===== config.mk =====
export PLATFORM = sky130hd
export DESIGN_NAME = command_line_token_matcher
export DESIGN_NICKNAME = d
export VERILOG_FILES = /design/src/hw/rtl/clm_pkg.sv /design/src/hw/rtl/clm_front.sv /design/src/hw/rtl/clm_back.sv /design/src/hw/rtl/command_line_token_matcher.sv
export SDC_FILE = /design/constraint.sdc
export NUM_CORES = 1
export LEC_CHECK = 0
export BUFFER_PORTS_ARGS = -buffer_cell sky130_fd_sc_hd__clkbuf_2
export CAP_MARGIN = 15
export CORE_UTILIZATION = 65
export DETAILED_ROUTE_END_ITERATION = 12
export PLACE_DENSITY = 0.87
export SYNTH_ARGS = -nofsm -noshare
export SYNTH_HDL_FRONTEND = slang
export SYNTH_SLANG_ARGS = --single-unit

===== constraint.sdc =====
create_clock -name clk_i -period 6 [get_ports clk_i]
set_input_delay 1.2 -clock clk_i [delete_from_list [all_inputs] [get_ports clk_i]]
set_output_delay 1.2 -clock clk_i [all_outputs]
set_load 0.005 [all_outputs]

===== src/hw/rtl/clm_pkg.sv =====
package clm_pkg;

  localparam logic [7:0] ChCr    = 8'h0d;
  localparam logic [7:0] ChSpace = 8'h20;
  localparam logic [7:0] Nul     = 8'h00;

  localparam int unsigned NumWords = 10;
  localparam int unsigned WordMax  = 11;
  localparam int unsigned IdxW     = 4;

  // Command word table, zero padded to the longest word.
  localparam logic [7:0] WordChars [NumWords][WordMax] = '{
    '{"r", "g", "b", Nul, Nul, Nul, Nul, Nul, Nul, Nul, Nul},
    '{"l", "e", "d", Nul, Nul, Nul, Nul, Nul, Nul, Nul, Nul},
    '{"c", "l", "s", Nul, Nul, Nul, Nul, Nul, Nul, Nul, Nul},
    '{"p", "r", "i", "n", "t", Nul, Nul, Nul, Nul, Nul, Nul},
    '{"c", "o", "l", "o", "r", Nul, Nul, Nul, Nul, Nul, Nul},
    '{"p", "o", "t", Nul, Nul, Nul, Nul, Nul, Nul, Nul, Nul},
    '{"h", "e", "l", "p", Nul, Nul, Nul, Nul, Nul, Nul, Nul},
    '{"t", "e", "m", "p", "e", "r", "a", "t", "u", "r", "a"},
    '{"l", "e", "d", "e", "x", "t", "e", "r", "n", "o", Nul},
    '{"b", "u", "z", "z", "e", "r", Nul, Nul, Nul, Nul, Nul}
  };

  localparam int unsigned WordLen [NumWords] = '{3, 3, 3, 5, 5, 3, 4, 11, 10, 6};

  typedef enum logic [1:0] {
    OP_CHAR,
    OP_SPACE,
    OP_CR
  } op_e;

  typedef enum logic [1:0] {
    KIND_ECHO    = 2'd0,
    KIND_PARAM1  = 2'd1,
    KIND_PARAM2  = 2'd2,
    KIND_VERDICT = 2'd3
  } kind_e;

  typedef struct packed {
    op_e        op;
    logic [7:0] ch;
  } cmd_t;

endpackage


===== src/hw/rtl/clm_front.sv =====
module clm_front (
  input  logic              clk_i,
  input  logic              rst_ni,
  input  logic              push_i,
  input  logic [7:0]        rx_char_i,
  output logic              full_o,
  output logic              q_valid_o,
  output clm_pkg::cmd_t     q_cmd_o,
  input  logic              q_pop_i
);

  clm_pkg::cmd_t entry_q [2];
  logic          wptr_q, rptr_q;
  logic [1:0]    count_q;
  clm_pkg::cmd_t in_cmd;
  logic          do_push, do_pop;

  always_comb begin
    in_cmd.ch = rx_char_i;
    if (rx_char_i == clm_pkg::ChCr) begin
      in_cmd.op = clm_pkg::OP_CR;
    end else if (rx_char_i == clm_pkg::ChSpace) begin
      in_cmd.op = clm_pkg::OP_SPACE;
    end else begin
      in_cmd.op = clm_pkg::OP_CHAR;
    end
  end

  assign full_o    = (count_q == 2'd2);
  assign q_valid_o = (count_q != 2'd0);
  assign q_cmd_o   = entry_q[rptr_q];
  assign do_push   = push_i && !full_o;
  assign do_pop    = q_pop_i && q_valid_o;

  always_ff @(posedge clk_i) begin
    if (do_push) begin
      entry_q[wptr_q] <= in_cmd;
    end
  end

  always_ff @(posedge clk_i or negedge rst_ni) begin
    if (!rst_ni) begin
      wptr_q  <= 1'b0;
      rptr_q  <= 1'b0;
      count_q <= 2'd0;
    end else begin
      if (do_push) begin
        wptr_q <= !wptr_q;
      end
      if (do_pop) begin
        rptr_q <= !rptr_q;
      end
      if (do_push && !do_pop) begin
        count_q <= count_q + 2'd1;
      end else if (do_pop && !do_push) begin
        count_q <= count_q - 2'd1;
      end
    end
  end

endmodule


===== src/hw/rtl/clm_back.sv =====
module clm_back #(
  parameter int unsigned BUF_LEN = 16
) (
  input  logic                      clk_i,
  input  logic                      rst_ni,
  input  logic                      q_valid_i,
  input  clm_pkg::cmd_t             q_cmd_i,
  output logic                      q_pop_o,
  input  logic                      pop_i,
  output logic                      empty_o,
  output logic [1:0]                kind_o,
  output logic [7:0]                data_byte_o,
  output logic                      command_found_o,
  output logic [clm_pkg::IdxW-1:0]  command_index_o,
  output logic                      last_o
);

  localparam int unsigned LW       = $clog2(BUF_LEN + 1);
  localparam int unsigned AW       = $clog2(BUF_LEN);
  localparam int unsigned MemDepth = 2 ** (AW + 1);
  localparam logic [LW-1:0] BufLen  = LW'(BUF_LEN);
  localparam logic [LW-1:0] WordTop = LW'(clm_pkg::WordMax);

  typedef enum logic [1:0] {
    S_IDLE,
    S_READ,
    S_EMIT,
    S_VERDICT
  } state_e;

  typedef enum logic [1:0] {
    M_CMD,
    M_P1,
    M_P2
  } mode_e;

  state_e                      state_q;
  mode_e                       mode_q;
  logic [LW-1:0]               cmd_len_q, match_len_q, len1_q, len2_q, cnt_q;
  logic                        term_q, ovf_q, sel_q;
  logic [clm_pkg::NumWords-1:0] cand_q;
  logic [7:0]                  rdata_q;
  logic [7:0]                  mem_q [MemDepth];

  logic                        ov_q, found_q, last_q;
  clm_pkg::kind_e              kind_q;
  logic [7:0]                  data_q;
  logic [clm_pkg::IdxW-1:0]    index_q;

  logic                        out_free;
  logic                        out_load;
  logic [clm_pkg::NumWords-1:0] hit;
  logic                        v_found;
  logic [clm_pkg::IdxW-1:0]    v_index;
  logic [LW-1:0]               wlen, rd_len;
  logic                        mem_we, mem_re;
  logic [AW:0]                 waddr, raddr;

  assign out_free = !ov_q || pop_i;
  assign q_pop_o  = (state_q == S_IDLE) && q_valid_i && out_free;
  assign out_load = (q_pop_o && (q_cmd_i.op != clm_pkg::OP_CR)) ||
                    (((state_q == S_EMIT) || (state_q == S_VERDICT)) && out_free);

  // Each candidate survives only while every stored command byte matches its word.
  always_comb begin
    for (int i = 0; i < clm_pkg::NumWords; i++) begin
      hit[i] = (match_len_q < WordTop) &&
               (clm_pkg::WordChars[i][match_len_q[3:0]] == q_cmd_i.ch);
    end
  end

  always_comb begin
    v_found = 1'b0;
    v_index = '0;
    for (int i = clm_pkg::NumWords - 1; i >= 0; i--) begin
      if (cand_q[i] && (LW'(clm_pkg::WordLen[i]) == match_len_q)) begin
        v_found = 1'b1;
        v_index = clm_pkg::IdxW'(i);
      end
    end
    if (ovf_q) begin
      v_found = 1'b0;
      v_index = '0;
    end
  end

  assign wlen   = (mode_q == M_P2) ? len2_q : len1_q;
  assign rd_len = sel_q ? len2_q : len1_q;
  assign mem_we = q_pop_o && (q_cmd_i.op == clm_pkg::OP_CHAR) && (mode_q != M_CMD) &&
                  (wlen < BufLen);
  assign waddr  = {mode_q == M_P2, wlen[AW-1:0]};
  assign mem_re = (state_q == S_READ) && (cnt_q < rd_len);
  assign raddr  = {sel_q, cnt_q[AW-1:0]};

  always_ff @(posedge clk_i) begin
    if (mem_we) begin
      mem_q[waddr] <= q_cmd_i.ch;
    end
    if (mem_re) begin
      rdata_q <= mem_q[raddr];
    end
  end

  always_ff @(posedge clk_i or negedge rst_ni) begin
    if (!rst_ni) begin
      state_q     <= S_IDLE;
      mode_q      <= M_CMD;
      cmd_len_q   <= '0;
      match_len_q <= '0;
      len1_q      <= '0;
      len2_q      <= '0;
      cnt_q       <= '0;
      term_q      <= 1'b0;
      ovf_q       <= 1'b0;
      sel_q       <= 1'b0;
      cand_q      <= '1;
      ov_q        <= 1'b0;
      kind_q      <= clm_pkg::KIND_ECHO;
      data_q      <= '0;
      found_q     <= 1'b0;
      index_q     <= '0;
      last_q      <= 1'b0;
    end else begin
      if (pop_i && ov_q && !out_load) begin
        ov_q <= 1'b0;
      end
      case (state_q)
        S_IDLE: begin
          if (q_pop_o) begin
            if (q_cmd_i.op == clm_pkg::OP_CR) begin
              sel_q   <= 1'b0;
              cnt_q   <= '0;
              state_q <= S_READ;
            end else begin
              ov_q    <= 1'b1;
              kind_q  <= clm_pkg::KIND_ECHO;
              data_q  <= q_cmd_i.ch;
              found_q <= 1'b0;
              index_q <= '0;
              last_q  <= 1'b1;
              if (q_cmd_i.op == clm_pkg::OP_SPACE) begin
                mode_q <= (mode_q == M_CMD) ? M_P1 : M_P2;
              end else begin
                case (mode_q)
                  M_P1: begin
                    if (len1_q < BufLen) begin
                      len1_q <= len1_q + 1'b1;
                    end
                  end
                  M_P2: begin
                    if (len2_q < BufLen) begin
                      len2_q <= len2_q + 1'b1;
                    end
                  end
                  default: begin
                    if (cmd_len_q < BufLen) begin
                      cmd_len_q <= cmd_len_q + 1'b1;
                      if (!term_q) begin
                        if (q_cmd_i.ch == clm_pkg::Nul) begin
                          term_q <= 1'b1;
                        end else begin
                          cand_q      <= cand_q & hit;
                          match_len_q <= match_len_q + 1'b1;
                        end
                      end
                    end else begin
                      ovf_q <= 1'b1;
                    end
                  end
                endcase
              end
            end
          end
        end
        S_READ: begin
          if (cnt_q < rd_len) begin
            cnt_q   <= cnt_q + 1'b1;
            state_q <= S_EMIT;
          end else if (!sel_q) begin
            sel_q <= 1'b1;
            cnt_q <= '0;
          end else begin
            state_q <= S_VERDICT;
          end
        end
        S_EMIT: begin
          if (out_free) begin
            ov_q    <= 1'b1;
            kind_q  <= sel_q ? clm_pkg::KIND_PARAM2 : clm_pkg::KIND_PARAM1;
            data_q  <= rdata_q;
            found_q <= 1'b0;
            index_q <= '0;
            last_q  <= 1'b0;
            state_q <= S_READ;
          end
        end
        S_VERDICT: begin
          if (out_free) begin
            ov_q        <= 1'b1;
            kind_q      <= clm_pkg::KIND_VERDICT;
            data_q      <= '0;
            found_q     <= v_found;
            index_q     <= v_index;
            last_q      <= 1'b1;
            mode_q      <= M_CMD;
            cmd_len_q   <= '0;
            match_len_q <= '0;
            len1_q      <= '0;
            len2_q      <= '0;
            term_q      <= 1'b0;
            ovf_q       <= 1'b0;
            cand_q      <= '1;
            state_q     <= S_IDLE;
          end
        end
        default: begin
          state_q <= S_IDLE;
        end
      endcase
    end
  end

  assign empty_o         = !ov_q;
  assign kind_o          = kind_q;
  assign data_byte_o     = data_q;
  assign command_found_o = found_q;
  assign command_index_o = index_q;
  assign last_o          = last_q;

endmodule


===== src/hw/rtl/command_line_token_matcher.sv =====
// Command line token matcher.
// Input queue side: present a terminal character on rx_char_i with push; it
// is taken on a clock edge where full is low. A two-beat queue sits behind
// the input, so characters can be taken on consecutive cycles.
// Result queue side: while empty is low the oldest result is on the output
// ports, and pop takes it. Every character except carriage return yields
// one echo beat, registered from the input queue, one per cycle while pop
// keeps the result queue free and no carriage return is being replayed.
// A carriage return yields the first parameter bytes, the second parameter
// bytes and a verdict beat with last_o set; replay reads each stored byte
// from the parameter RAM in S_READ and emits it in S_EMIT, and then loads
// the verdict in S_VERDICT; no new character is taken until it is loaded.
// The verdict names the matching word of a ten-word table, or not found.
// A stalled result queue holds its beat; the parser waits on it, and the
// input queue fills and then raises full.
// Reset clears the parse state and both queues; no clearing pass is needed.
module command_line_token_matcher #(
  parameter int unsigned BUF_LEN = 16
) (
  input  logic                      clk_i,
  input  logic                      rst_ni,
  input  logic                      push,
  input  logic [7:0]                rx_char_i,
  output logic                      full,
  input  logic                      pop,
  output logic                      empty,
  output logic [1:0]                kind_o,
  output logic [7:0]                data_byte_o,
  output logic                      command_found_o,
  output logic [clm_pkg::IdxW-1:0]  command_index_o,
  output logic                      last_o
);

  logic          q_valid, q_pop;
  clm_pkg::cmd_t q_cmd;

  clm_front u_front (
    .clk_i     (clk_i),
    .rst_ni    (rst_ni),
    .push_i    (push),
    .rx_char_i (rx_char_i),
    .full_o    (full),
    .q_valid_o (q_valid),
    .q_cmd_o   (q_cmd),
    .q_pop_i   (q_pop)
  );

  clm_back #(
    .BUF_LEN (BUF_LEN)
  ) u_back (
    .clk_i           (clk_i),
    .rst_ni          (rst_ni),
    .q_valid_i       (q_valid),
    .q_cmd_i         (q_cmd),
    .q_pop_o         (q_pop),
    .pop_i           (pop),
    .empty_o         (empty),
    .kind_o          (kind_o),
    .data_byte_o     (data_byte_o),
    .command_found_o (command_found_o),
    .command_index_o (command_index_o),
    .last_o          (last_o)
  );

endmodule


==> summary.md, run 1 <==
| Metric | Value |
|---|---|
| Max stage delay on crit path | `around 0.63 ns` |
| Synth warn | `0` |
| PortBufs | `29` |
| Final count of pins violating max slew | `0` |
| Clock Skew | `approximately 0.027 ns` |
| Biggest area consumer among synthesized cells | `edfxtp_1` |
| Clk pwr share | `approximately 25%` |
| Chip height | `about 160 um` |
| # diodes | `0` |
| Worst r2r dst | `u_back.mem_q[12][0]` |
| Core Region | `~23000 sq um` |
| RSZ-0062 raised after global routing | `no` |
| CP endpoint kind | `register` |
| Total power draw | `around 8600 uW` |
| DRC | `0` |
| Final WL | `39300 um` |
| Tmin final | `3.50 ns` |
| Layout cells sized above 1 | `between 10% and 20%` |
| Grt total ovfl | `0` |
| Synth Area in XOR/XNOR | `1.76%` |
| First-pass GRT wire length | `between 50000 and 60000 um` |
| Clk buf depth | `3` |
| Final setup viols | `0` |
| Critical Path RT | `around 6 ns` |
| Hold slack | `0.504 ns` |
| Clock slew at reported path FFs | `about 0.060 ns` |
| Detailed Routing Iterations Pass 1 | `5` |
| Setup TNS Final | `0 ns` |
| Rel. slew slack | `about a quarter` |
| Adder-cell area share of the yosys netlist | `between 1.5 and 2%` |
| P per Cell Area | `~510 nW/um^2` |
| Fin crit share | `about 58%` |
| Sequential cell area | `about 10000 sq um` |
| Post-synthesis cell count | `1015` |
| RR Startpoint | `u_back.state_q[1]` |
| Combinational family with the most area after synthesis | `multiplexers` |
| Max Cap Viol | `0` |
| H-tree depth | `2` |
| Starting Density | `about two thirds` |
| Hold crit path type | `register to register` |
| Total clock buffers created by CTS | `34` |
| Area growth, synth to finish | `9.57%` |
| Rows | `56` |
| Area of the multi-input gates | `~5000 sq um` |
| Final core utilization | `between 70% and 80%` |
| Synth Register Bits | `roughly 350` |
| Critical-path cell list | `clkbuf_2 -> nor2b_4 -> nor4_2 -> inv_1 -> nor4_2 -> o21ai_1 -> buf_4 -> nor2_1` |
| Worst vdd ir | `0.000327 V` |
| Post-Synth Simple-Gate Area | `roughly 8.7%` |
| Post-DP HPWL | `~23000 um` |
| Met2 WL | `19900 um` |
| Highest metal used | `met4` |
| Post_cts resized | `0` |
| Number of synthesized flops with an enable pin | `about 280` |
| Psw | `~3100 uW` |
| Post-CTS Hold Buffers | `0` |
| Antenna violations before repair | `0` |
| Vias per inst | `6.98` |
| # IOs | `30` |
| Antenna viol nets, final | `0` |
| Final hold viol count | `0` |
| Largest net degree at the start of global routing | `64` |
| Met1 wire length | `13700 um` |
| Worst setup SP type | `input pin` |
| Synth top area cells | `edfxtp_1 (55%), mux4_2 (12%), dfrtp_1 (8.6%)` |
| Power Internal | `5480 uW` |
| Number of DRC markers in iteration 0 | `1253` |
| CTS sink cnt | `~350` |
| Post-synthesis sequential area ratio | `65.5%` |
| TritonCTS clock tree | `built` |
| Peak Freq | `roughly 290 MHz` |
| Mux cell area share after synthesis | `around an eighth` |
| Top cell by count, worst path | `nor4_2` |
| Hold Path End | `u_back.ovf_q` |
| Crit-path max FO | `8` |
| Arrival time at the worst endpoint | `3.63 ns` |
| Total vias in the final route | `a little under 10000` |
| Pre-CTS setup slack | `2.09 ns` |
| Final worst slack | `between 2 and 3 ns` |
| Synth Area in Compound Gates | `6.71%` |
| CP max-delay cell | `nor2_1` |
| Post-synth top area share | `between 50% and 60%` |
| Gr usage total | `around a third` |
| Cells on worst reg2reg path | `6` |
| Net count, final | `1069` |
| Setup bufs post-CTS | `0` |
| Sw Ratio | `roughly 36%` |
| CTS root buf | `clkbuf_16` |
| Sequential share of power | `41.4%` |
| Logic pwr share | `about a third` |
| R2R Setup Slk | `between 2 and 3 ns` |
| Ys async rst share | `18.2%` |
| FILL cells | `around 1400` |
| Mapped Area | `between 15000 and 20000 sq um` |
| Top FF cell, synth | `edfxtp_1` |
| Crit path kind | `input pin to register` |
| Worst-Margin Slew | `between 1 and 1.5 ns` |
| Syn nets | `between 1000 and 1500` |
| Outcome | `finished, final reports clean` |
| WL/cell | `~28 um` |
| Worst Hold Launch | `u_back.ovf_q` |
| Placer congestion estimate | `around 0.9` |
| Hold Crit Depth | `2` |
| Vias in the first global route | `around 9200` |
| Die X | `between 150 and 200 um` |
| Mapped Avg Cell Area | `approximately 15 sq um` |
| Metal3 WL | `around 3700 um` |
| Leakage | `between 0.005 and 0.006 uW` |
| Die ar. | `between 20000 and 25000 sq um` |
| Clock Latency Late Sink | `around 0.52 ns` |
| Yosys cell types | `73` |
## through the flow
step | cell area (sq um) | std cells
floorplan | 15400 | 1015
global placement | 15800 | 1318
detailed placement | 15800 | 1318
CTS | 16900 | 1379
global route | 16900 | 1379
finish | 16900 | 1379
## power by group through the flow
stage	logic, uW	clock network [uW]	registers [uW]
floorplan	2220	0	3280
global placement	2700	0	3540
detailed placement	2800	0	3570
CTS	2860	2140	3540
global route	3080	2220	3590
finish	2910	2130	3550
## routing by layer
layer  GRT usage, %  vias up
li1               -     3987
met1           43.6     4791
met2           56.0      704
met3           5.50      142
met4           14.8        0
met5              0        -
## layout make-up
| type | instances | area share [%] |
|---|---|---|
| sequential | 347 | 59.8 |
| clock inverter | 16 | 1.03 |
| tap | 319 | 2.36 |
| clock buffer | 45 | 5.52 |
| multi-input combinational | 586 | 29.4 |
| inverter | 27 | 0.599 |
| timing repair buffer | 39 | 1.30 |
## worst max path at each step
stage	startpoint	end	slack, ns	cells after the start
finish	pop	u_back.mem_q[12][0]	2.50	8
global route	pop	u_back.mem_q[11][1]	2.36	7
CTS	pop	u_back.mem_q[12][0]	2.55	8
detailed placement	pop	u_back.mem_q[21][5]	2.09	7
global placement	pop	u_back.mem_q[27][7]	2.15	7
floorplan	pop	u_back.mem_q[13][0]	2.92	6
## cell families (layout without fill, tap and decap cells)
family / Yosys count / count (layout)
flip-flops: 347 / 347
AND/OR/NAND/NOR: 277 / 277
AO/OA/AOI/OAI: 156 / 156
multiplexers: 100 / 100
buffers and inverters: 82 / 127
XOR/XNOR: 31 / 31
adder cells (fa/ha/maj): 22 / 22
## sequential cells by signal, indices dropped and copies added (netlist names), 2 cells and up
register	count
u_back.cand_q	10
u_back.cmd_len_q	5
u_back.cnt_q	5
u_back.command_index_o	4
u_back.data_byte_o	8
u_back.kind_o	2
u_back.len1_q	5
u_back.len2_q	5
u_back.match_len_q	5
u_back.mem_q	256
u_back.mode_q	2
u_back.rdata_q	8
u_back.state_q	2
u_front.count_q	2
u_front.entry_q	20
## cell usage after synthesis, types with 4 or more instances
cell type  instances
o21ai_1            6
mux2i_1           13
buf_2             15
o21ai_0           38
xor2_1             4
nor2b_1           11
clkbuf_1          31
a22oi_1            9
nand3_1           26
nand3b_1           7
edfxtp_1         284
buf_1              4
a21oi_1           40
nor4_1             5
nor3b_1            5
dfrtp_1           53
a22o_1             4
xnor2_1           27
mux4_2            80
nand4_1           10
nand2b_1           4
a211o_1            5
or3_1              8
inv_1             21
nor2_1            92
nor3_1            20
dfstp_2           10
inv_2              5
a21o_1             7
nand2_1           66
ha_1              22
a31oi_1            7
a221o_1            4
## cells in the final DEF, fill, tap and decap left out, drive strengths merged, types with 4 or more instances in the layout
cell / n
o311ai: 4
nor3: 20
dfrtp: 53
buf: 10
nand3: 26
clkinv: 13
a22o: 4
a21o: 7
a211o: 5
a211oi: 4
a22oi: 9
a31oi: 7
nor2: 93
ha: 22
mux2i: 17
clkbuf: 74
nand2b: 4
xor2: 4
a221o: 4
a21oi: 40
nor2b: 12
nor4: 7
nor3b: 5
nand2: 66
edfxtp: 284
or3: 8
mux4: 80
nand3b: 7
inv: 25
nand4: 10
xnor2: 27
o21ai: 45
dfstp: 10
## critical path, delay by kind of cell
kind	cells	cell delay (ns)
buf+inv	3	0.60
simple gates	4	1.45
compound gates	1	0.36
Power figures use the tool's default switching activity.
==> inputs of run 2 (changes only) <==
CORE_UTILIZATION = 63   (was 65)
PLACE_DENSITY = 0.85   (was 0.87)
clock period = 3.25 ns   (was 6 ns; I/O delays follow)
==> run 2 against run 1 <==
Global-route usage increased by 2.1 points. Final cell count rose by 4.9%. Setup slack lost 2.2 ns. Largest power group unchanged. Final area rose by 3.4%. Sequential cell count unchanged. Register-to-register slack got worse by 2.3 ns. Largest cell class unchanged. Routed wire length rose by 8.5%. Combinational power up 110%. Critical path type is now register to register. Critical path depth is 1 higher. First-iteration DRC count is 23% higher. Worst hold slack worse by 0.28 ns. Core utilization rose by 1.3 points.
==> summary.md, run 2 (same netlist as run 1, synthesis figures left out) <==
| Metric | Value |
|---|---|
| P per Cell Area | `944 nW/um^2 (+86%)` |
| Total vias in the final route | `10200 (+6.2%)` |
| Clk buf depth | `3 (unchanged)` |
| Hold slack | `0.226 ns (-0.278 ns)` |
| Top reg by flops | `u_back.mem_q` |
| Leakage | `0.00612 uW (+6.7%)` |
| Final hold viol count | `0 (unchanged)` |
| Placer congestion estimate | `0.925 (+0.51%)` |
| PortBufs | `29 (unchanged)` |
| Psw | `6060 uW (+95%)` |
| Regs by FF count | `u_back.mem_q: 256 flops, u_front.entry_q: 20 flops, u_back.cand_q: 10 flops` |
| Grt total ovfl | `0 (unchanged)` |
| Die X | `159 um (+1.6%)` |
| Number of DRC markers in iteration 0 | `1539 (+23%)` |
| Max reg flops | `256 (unchanged)` |
| Fin crit share | `about nine tenths` |
| Layout cells sized above 1 | `24.1% (+5.1 points)` |
| Clk pwr share | `25.0% (+0.2 points)` |
| Post_cts resized | `0 (unchanged)` |
| # IOs | `30 (unchanged)` |
| TritonCTS clock tree | `built` |
| Worst vdd ir | `0.000799 V (+140%)` |
| Sw Ratio | `36.7% (+0.50 points)` |
| Rel. slew slack | `36.4% (+13 points)` |
| Starting Density | `65.0% (-0.97 points)` |
| Clock Skew | `0.0339 ns (+0.00738 ns)` |
| Vias in the first global route | `10000 (+9.1%)` |
| Detailed Routing Iterations Pass 1 | `6 (+1)` |
| Max Cap Viol | `0 (unchanged)` |
| Area of the multi-input gates | `4970 sq um (unchanged)` |
| Post-CTS Hold Buffers | `0 (unchanged)` |
| Setup TNS Final | `0 ns (unchanged)` |
| Commonest cells after routing, fill and taps aside | `edfxtp_1 (284), nor2_1 (92), mux4_2 (80), buf_4 (75), nand2_1 (66)` |
| RSZ-0062 raised after global routing | `no` |
| CTS sink cnt | `347 (unchanged)` |
| Gr usage total | `35.6% (+2.1 points)` |
| Die ar. | `25100 sq um (+3.1%)` |
| Chip height | `159 um (+1.6%)` |
| Core Region | `23800 sq um (+1.5%)` |
| Antenna violations before repair | `0 (unchanged)` |
| Sequential share of power | `38.1% (-3.3 points)` |
| Total power draw | `16500 uW (+92%)` |
| Worst-Margin Slew | `0.955 ns (-0.190 ns)` |
| Area growth, synth to finish | `13.2%` |
| Outcome | `finished, final reports clean` |
| Rows | `56 (unchanged)` |
| Total clock buffers created by CTS | `35 (+2.9%)` |
| Final worst slack | `0.276 ns (-2.23 ns)` |
| Net count, final | `1137 (+6.4%)` |
| Post-DP HPWL | `25300 um (+8.0%)` |
| Final WL | `42600 um (+8.5%)` |
| FILL cells | `1278 (-5.5%)` |
| CTS root buf | `clkbuf_16` |
| Tmin final | `2.97 ns` |
| First-pass GRT wire length | `63500 um (+7.9%)` |
| Critical Path RT | `3.48 ns (-2.65 ns)` |
| Final setup viols | `0 (unchanged)` |
| Largest net degree at the start of global routing | `41 (-36%)` |
| Crit path kind | `register to register` |
| # diodes | `0 (unchanged)` |
| Arrival time at the worst endpoint | `3.21 ns (-0.42 ns)` |
| Vias per inst | `7.07 (+1.3%)` |
| Most common cell after layout, fill and taps aside | `edfxtp_1` |
| WL/cell | `29.5 um (+3.4%)` |
| CP endpoint kind | `register` |
| Hold crit path type | `input pin to asynchronous set/reset pin` |
| Crit-path max FO | `18 (+10)` |
| H-tree depth | `2 (unchanged)` |
| Sequential cell area | `10100 sq um (about the same)` |
| DRC | `0 (unchanged)` |
| Power Internal | `10400 uW (+91%)` |
| Clock slew at reported path FFs | `0.07 ns (about the same)` |
| Peak Freq | `between 300 and 400 MHz` |
| Setup bufs post-CTS | `0 (unchanged)` |
| Antenna viol nets, final | `0 (unchanged)` |
| Logic pwr share | `36.9% (+3.0 points)` |
| Clock Latency Late Sink | `0.53 ns (about the same)` |
| Worst setup SP type | `register` |
| Final count of pins violating max slew | `0 (unchanged)` |
| Pre-CTS setup slack | `0.361 ns (-1.73 ns)` |
==> run 2: power groups by stage <==
stage	sequential (uW)	combinational [uW]	clock, uW
6_report	6290	6100	4120
5_1_grt	6330	6420	4310
4_1_cts	6260	5950	4140
3_5_place_dp	6310	5730	0
3_3_place_gp	6280	5530	0
2_1_floorplan	6060	4090	0
==> run 2: final cells by class <==
type	instances	share of cell area, %
Inverter	27	0.580
Clock inverter	19	1.41
Clock buffer	42	5.16
Sequential cell	347	57.9
Timing Repair Buffer	106	4.28
Multi-Input combinational cell	586	28.4
Tap cell	319	2.28
==> run 2: metrics by stage <==
step	cells	utilization [%]	cell area (sq um)
finish	1446	73.6	17500
global route	1446	73.6	17500
CTS	1446	73.6	17500
detailed placement	1385	68.8	16300
global placement	1385	68.8	16300
floorplan	1015	-	15400
==> run 2: path summary, 6_finish.rpt <==
check	start	to	slack (ns)	cells after the start
hold reg to reg	u_back.kind_o[1]	u_back.kind_o[1]	0.49	2
min in group clk_i	rx_char_i[6]	u_front.entry_q[0][6]	0.33	1
setup / recovery	u_back.mode_q[0]	u_back.mem_q[25][4]	0.28	9
hold / removal	rst_ni	u_back.data_byte_o[3]	0.23	1
setup reg to reg	u_back.mode_q[0]	u_back.mem_q[25][4]	0.28	9
max in group asynchronous	rst_ni	u_back.cand_q[7]	2.08	2
==> run 2: metal layers <==
metal	vias to the layer above	global-route usage (%)	wire (um)
met5	-	0	0
met4	0	20.0	2910
met3	224	6.86	4410
met2	858	57.9	20600
met1	5004	45.2	14700
li1	4132	-	-
==> run 2: critical path, cell delays in order, from the launching register on <==
cell,delay (ns)
dfrtp_1,0.41
inv_1,0.10
ha_1,0.56
nor2b_1,0.30
nor2_1,0.09
nor4_2,0.43
o21ai_1,0.12
buf_4,0.23
nor2_1,0.20
buf_4,0.23
==> inputs of run 3 (changes only) <==
--- a/config.mk
+++ b/config.mk
@@ -10,4 +10,5 @@
 export CORE_UTILIZATION = 63
 export DETAILED_ROUTE_END_ITERATION = 12
+export GPL_ROUTABILITY_DRIVEN = 0
 export PLACE_DENSITY = 0.85
 export SYNTH_ARGS = -nofsm -noshare
==> constraint.sdc (replaced) <==
create_clock -name clk_i -period 3.25 [get_ports clk_i]
set_input_delay 0.8125 -clock clk_i [delete_from_list [all_inputs] [get_ports clk_i]]
set_output_delay 0.8125 -clock clk_i [all_outputs]
set_load 0.005 [all_outputs]
==> run 3 against run 2 <==
Critical path depth down 2. Final cell count down 0.14%. Sequential share of layout area up 0.31 points. Highest routed layer unchanged. Setup slack better by 0.070 ns. Maximum frequency up 2.4%. Core utilization down 0.39 points. Die area unchanged. Total power down 2.6%. Sequential power down 1%. Register-to-register slack better by 0.07 ns.
==> summary.md, run 3 (same netlist as run 1, synthesis figures left out) <==
| Metric | Value |
|---|---|
| Post-CTS Hold Buffers | `0 (unchanged)` |
| Critical Path RT | `3.47 ns (about the same)` |
| Top cell by count, worst path | `buf_4` |
| Peak Freq | `344 MHz (+2.4%)` |
| CP endpoint kind | `register` |
| Core Region | `23800 sq um (unchanged)` |
| Top reg by flops | `u_back.mem_q` |
| Critical-path cell list | `nor2b_1 -> a21oi_1 -> nor4_2 -> o21ai_1 -> buf_4 -> nor2_1 -> buf_4` |
| Worst vdd ir | `0.000736 V (-7.8%)` |
| Most common cell after layout, fill and taps aside | `edfxtp_1` |
| Vias per inst | `6.89 (-2.5%)` |
| P per Cell Area | `924 nW/um^2 (-2.1%)` |
| Worst setup path end | `u_back.mem_q[21][2]` |
| Area of the multi-input gates | `4970 sq um (unchanged)` |
| Clock Skew | `0.0206 ns (-0.0134 ns)` |
| Clock Latency Late Sink | `0.52 ns (about the same)` |
| Grt total ovfl | `0 (unchanged)` |
| RR Startpoint | `u_front.rptr_q` |
| CP max-delay cell | `dfrtp_1` |
| TritonCTS clock tree | `built` |
| Worst-Margin Slew | `0.984 ns (+0.0291 ns)` |
| Starting Density | `65.0% (unchanged)` |
| CTS sink cnt | `347 (unchanged)` |
| WL/cell | `28.5 um (-3.4%)` |
| Tmin final | `2.90 ns (-0.0698 ns)` |
| Post-DP HPWL | `24800 um (-2.3%)` |
| R2R Setup Slk | `0.35 ns (+0.07 ns)` |
| Die ar. | `25100 sq um (unchanged)` |
| Rows | `56 (unchanged)` |
| Pre-CTS setup slack | `0.357 ns (-0.00340 ns)` |
| Total clock buffers created by CTS | `34 (-2.9%)` |
| Final worst slack | `0.346 ns (+0.0698 ns)` |
| Final hold viol count | `0 (unchanged)` |
| # diodes | `0 (unchanged)` |
| Crit path kind | `register to register` |
| # IOs | `30 (unchanged)` |
| Antenna viol nets, final | `0 (unchanged)` |
| Gr usage total | `33.8% (-1.8 points)` |
| Final WL | `41100 um (-3.5%)` |
| Worst setup SP type | `register` |
| Leakage | `0.00607 uW (-0.80%)` |
| Fin crit share | `89.4% (-2.1 points)` |
| Die X | `159 um (unchanged)` |
| Number of DRC markers in iteration 0 | `1381 (-10%)` |
| Vias in the first global route | `9605 (-4.1%)` |
| DRC | `0 (unchanged)` |
| RSZ-0062 raised after global routing | `no` |
| Outcome | `finished, final reports clean` |
| Max stage delay on crit path | `0.99 ns (+0.43 ns)` |
| Chip height | `159 um (unchanged)` |
| Final setup viols | `0 (unchanged)` |
| Layout cells sized above 1 | `23.8% (-0.31 points)` |
| Max reg flops | `256 (unchanged)` |
| Hold slack | `0.335 ns (+0.109 ns)` |
| Final count of pins violating max slew | `0 (unchanged)` |
| Largest net degree at the start of global routing | `41 (unchanged)` |
| Cells on worst reg2reg path | `7 (-2)` |
| Regs by FF count | `u_back.mem_q: 256 flops, u_front.entry_q: 20 flops, u_back.cand_q: 10 flops` |
| Hold crit path type | `input pin to asynchronous set/reset pin` |
| Rel. slew slack | `34.4% (-1.9 points)` |
| PortBufs | `29 (unchanged)` |
| Setup bufs post-CTS | `0 (unchanged)` |
| FILL cells | `1318 (+3.1%)` |
| First-pass GRT wire length | `60100 um (-5.3%)` |
| Clk buf depth | `3 (unchanged)` |
| Total vias in the final route | `9952 (-2.6%)` |
| Detailed Routing Iterations Pass 1 | `5 (-1)` |
| Worst r2r dst | `u_back.mem_q[21][2]` |
| Setup TNS Final | `0 ns (unchanged)` |
| Critical path origin | `u_front.rptr_q` |
| Max Cap Viol | `0 (unchanged)` |
| Non-filler cells in the finished layout | `1444 (-0.14%)` |
| Post_cts resized | `0 (unchanged)` |
| Clock slew at reported path FFs | `0.06 ns (about the same)` |
| Net count, final | `1133 (-0.35%)` |
| Sequential cell area | `10100 sq um (unchanged)` |
| Antenna violations before repair | `0 (unchanged)` |
| Commonest cells after routing, fill and taps aside | `edfxtp_1 (284), nor2_1 (92), mux4_2 (80), buf_4 (71), nand2_1 (66)` |
| Arrival time at the worst endpoint | `3.13 ns (-0.08 ns)` |
| Placed cell count | `1382 (-0.22%)` |
| Crit-path max FO | `21 (+3)` |
| H-tree depth | `2 (unchanged)` |
| Area growth, synth to finish | `12.6%` |
| CTS root buf | `clkbuf_16` |
==> run 3: metal layers <==
layer  track usage, %  up-vias  share of wire, %
met1             42.7     4913                35
met4             19.3        0               6.4
met3             5.77      174               9.6
met5                0        -                 0
li1                 -     4112                 -
met2             55.6      753                49
==> run 3: area by class of cell <==
cell class | count | share of cell area (%)
timing repair buffer | 103 | 4.24
tap | 319 | 2.29
clock inverter | 16 | 0.798
multi-input combinational | 586 | 28.6
inverter | 27 | 0.583
clock buffer | 46 | 5.33
sequential | 347 | 58.2
==> run 3: where the power goes <==
group / internal, uW / total (uW) / switching (uW)
Clock: 2110 / 3780 / 1660
Sequential: 5740 / 6230 / 487
Combinational: 2310 / 6080 / 3760
==> run 3: stage by stage <==
step	instance area (sq um)	power [uW]	utilization (%)
final	17400	16100	73.2
after global routing	17400	16600	73.2
after CTS	17400	15900	73.2
after detailed placement	16300	12000	68.7
after global placement	16300	11800	68.7
after floorplan	15400	10200	-
==> run 3: worst min path at each step <==
stage | start | endpoint | slack, ns | cells after the start
floorplan | u_front.wptr_q | u_front.wptr_q | 0.46 | 1
global placement | u_back.command_index_o[2] | u_back.command_index_o[2] | 0.47 | 2
detailed placement | u_back.kind_o[0] | u_back.kind_o[0] | 0.47 | 2
CTS | rst_ni | u_back.data_byte_o[0] | 0.34 | 1
global route | rst_ni | u_back.data_byte_o[0] | 0.38 | 1
finish | rst_ni | u_back.data_byte_o[5] | 0.34 | 1
==> run 3: worst max-delay path: cells and delay by family, from the launching register on <==
| kind | cells | cell delay [ns] |
|---|---|---|
| AOI/OAI and AO/OA | 2 | 0.38 |
| buffers and inverters | 2 | 0.44 |
| DFF | 1 | 0.99 |
| and+or+nand+nor | 3 | 0.80 |
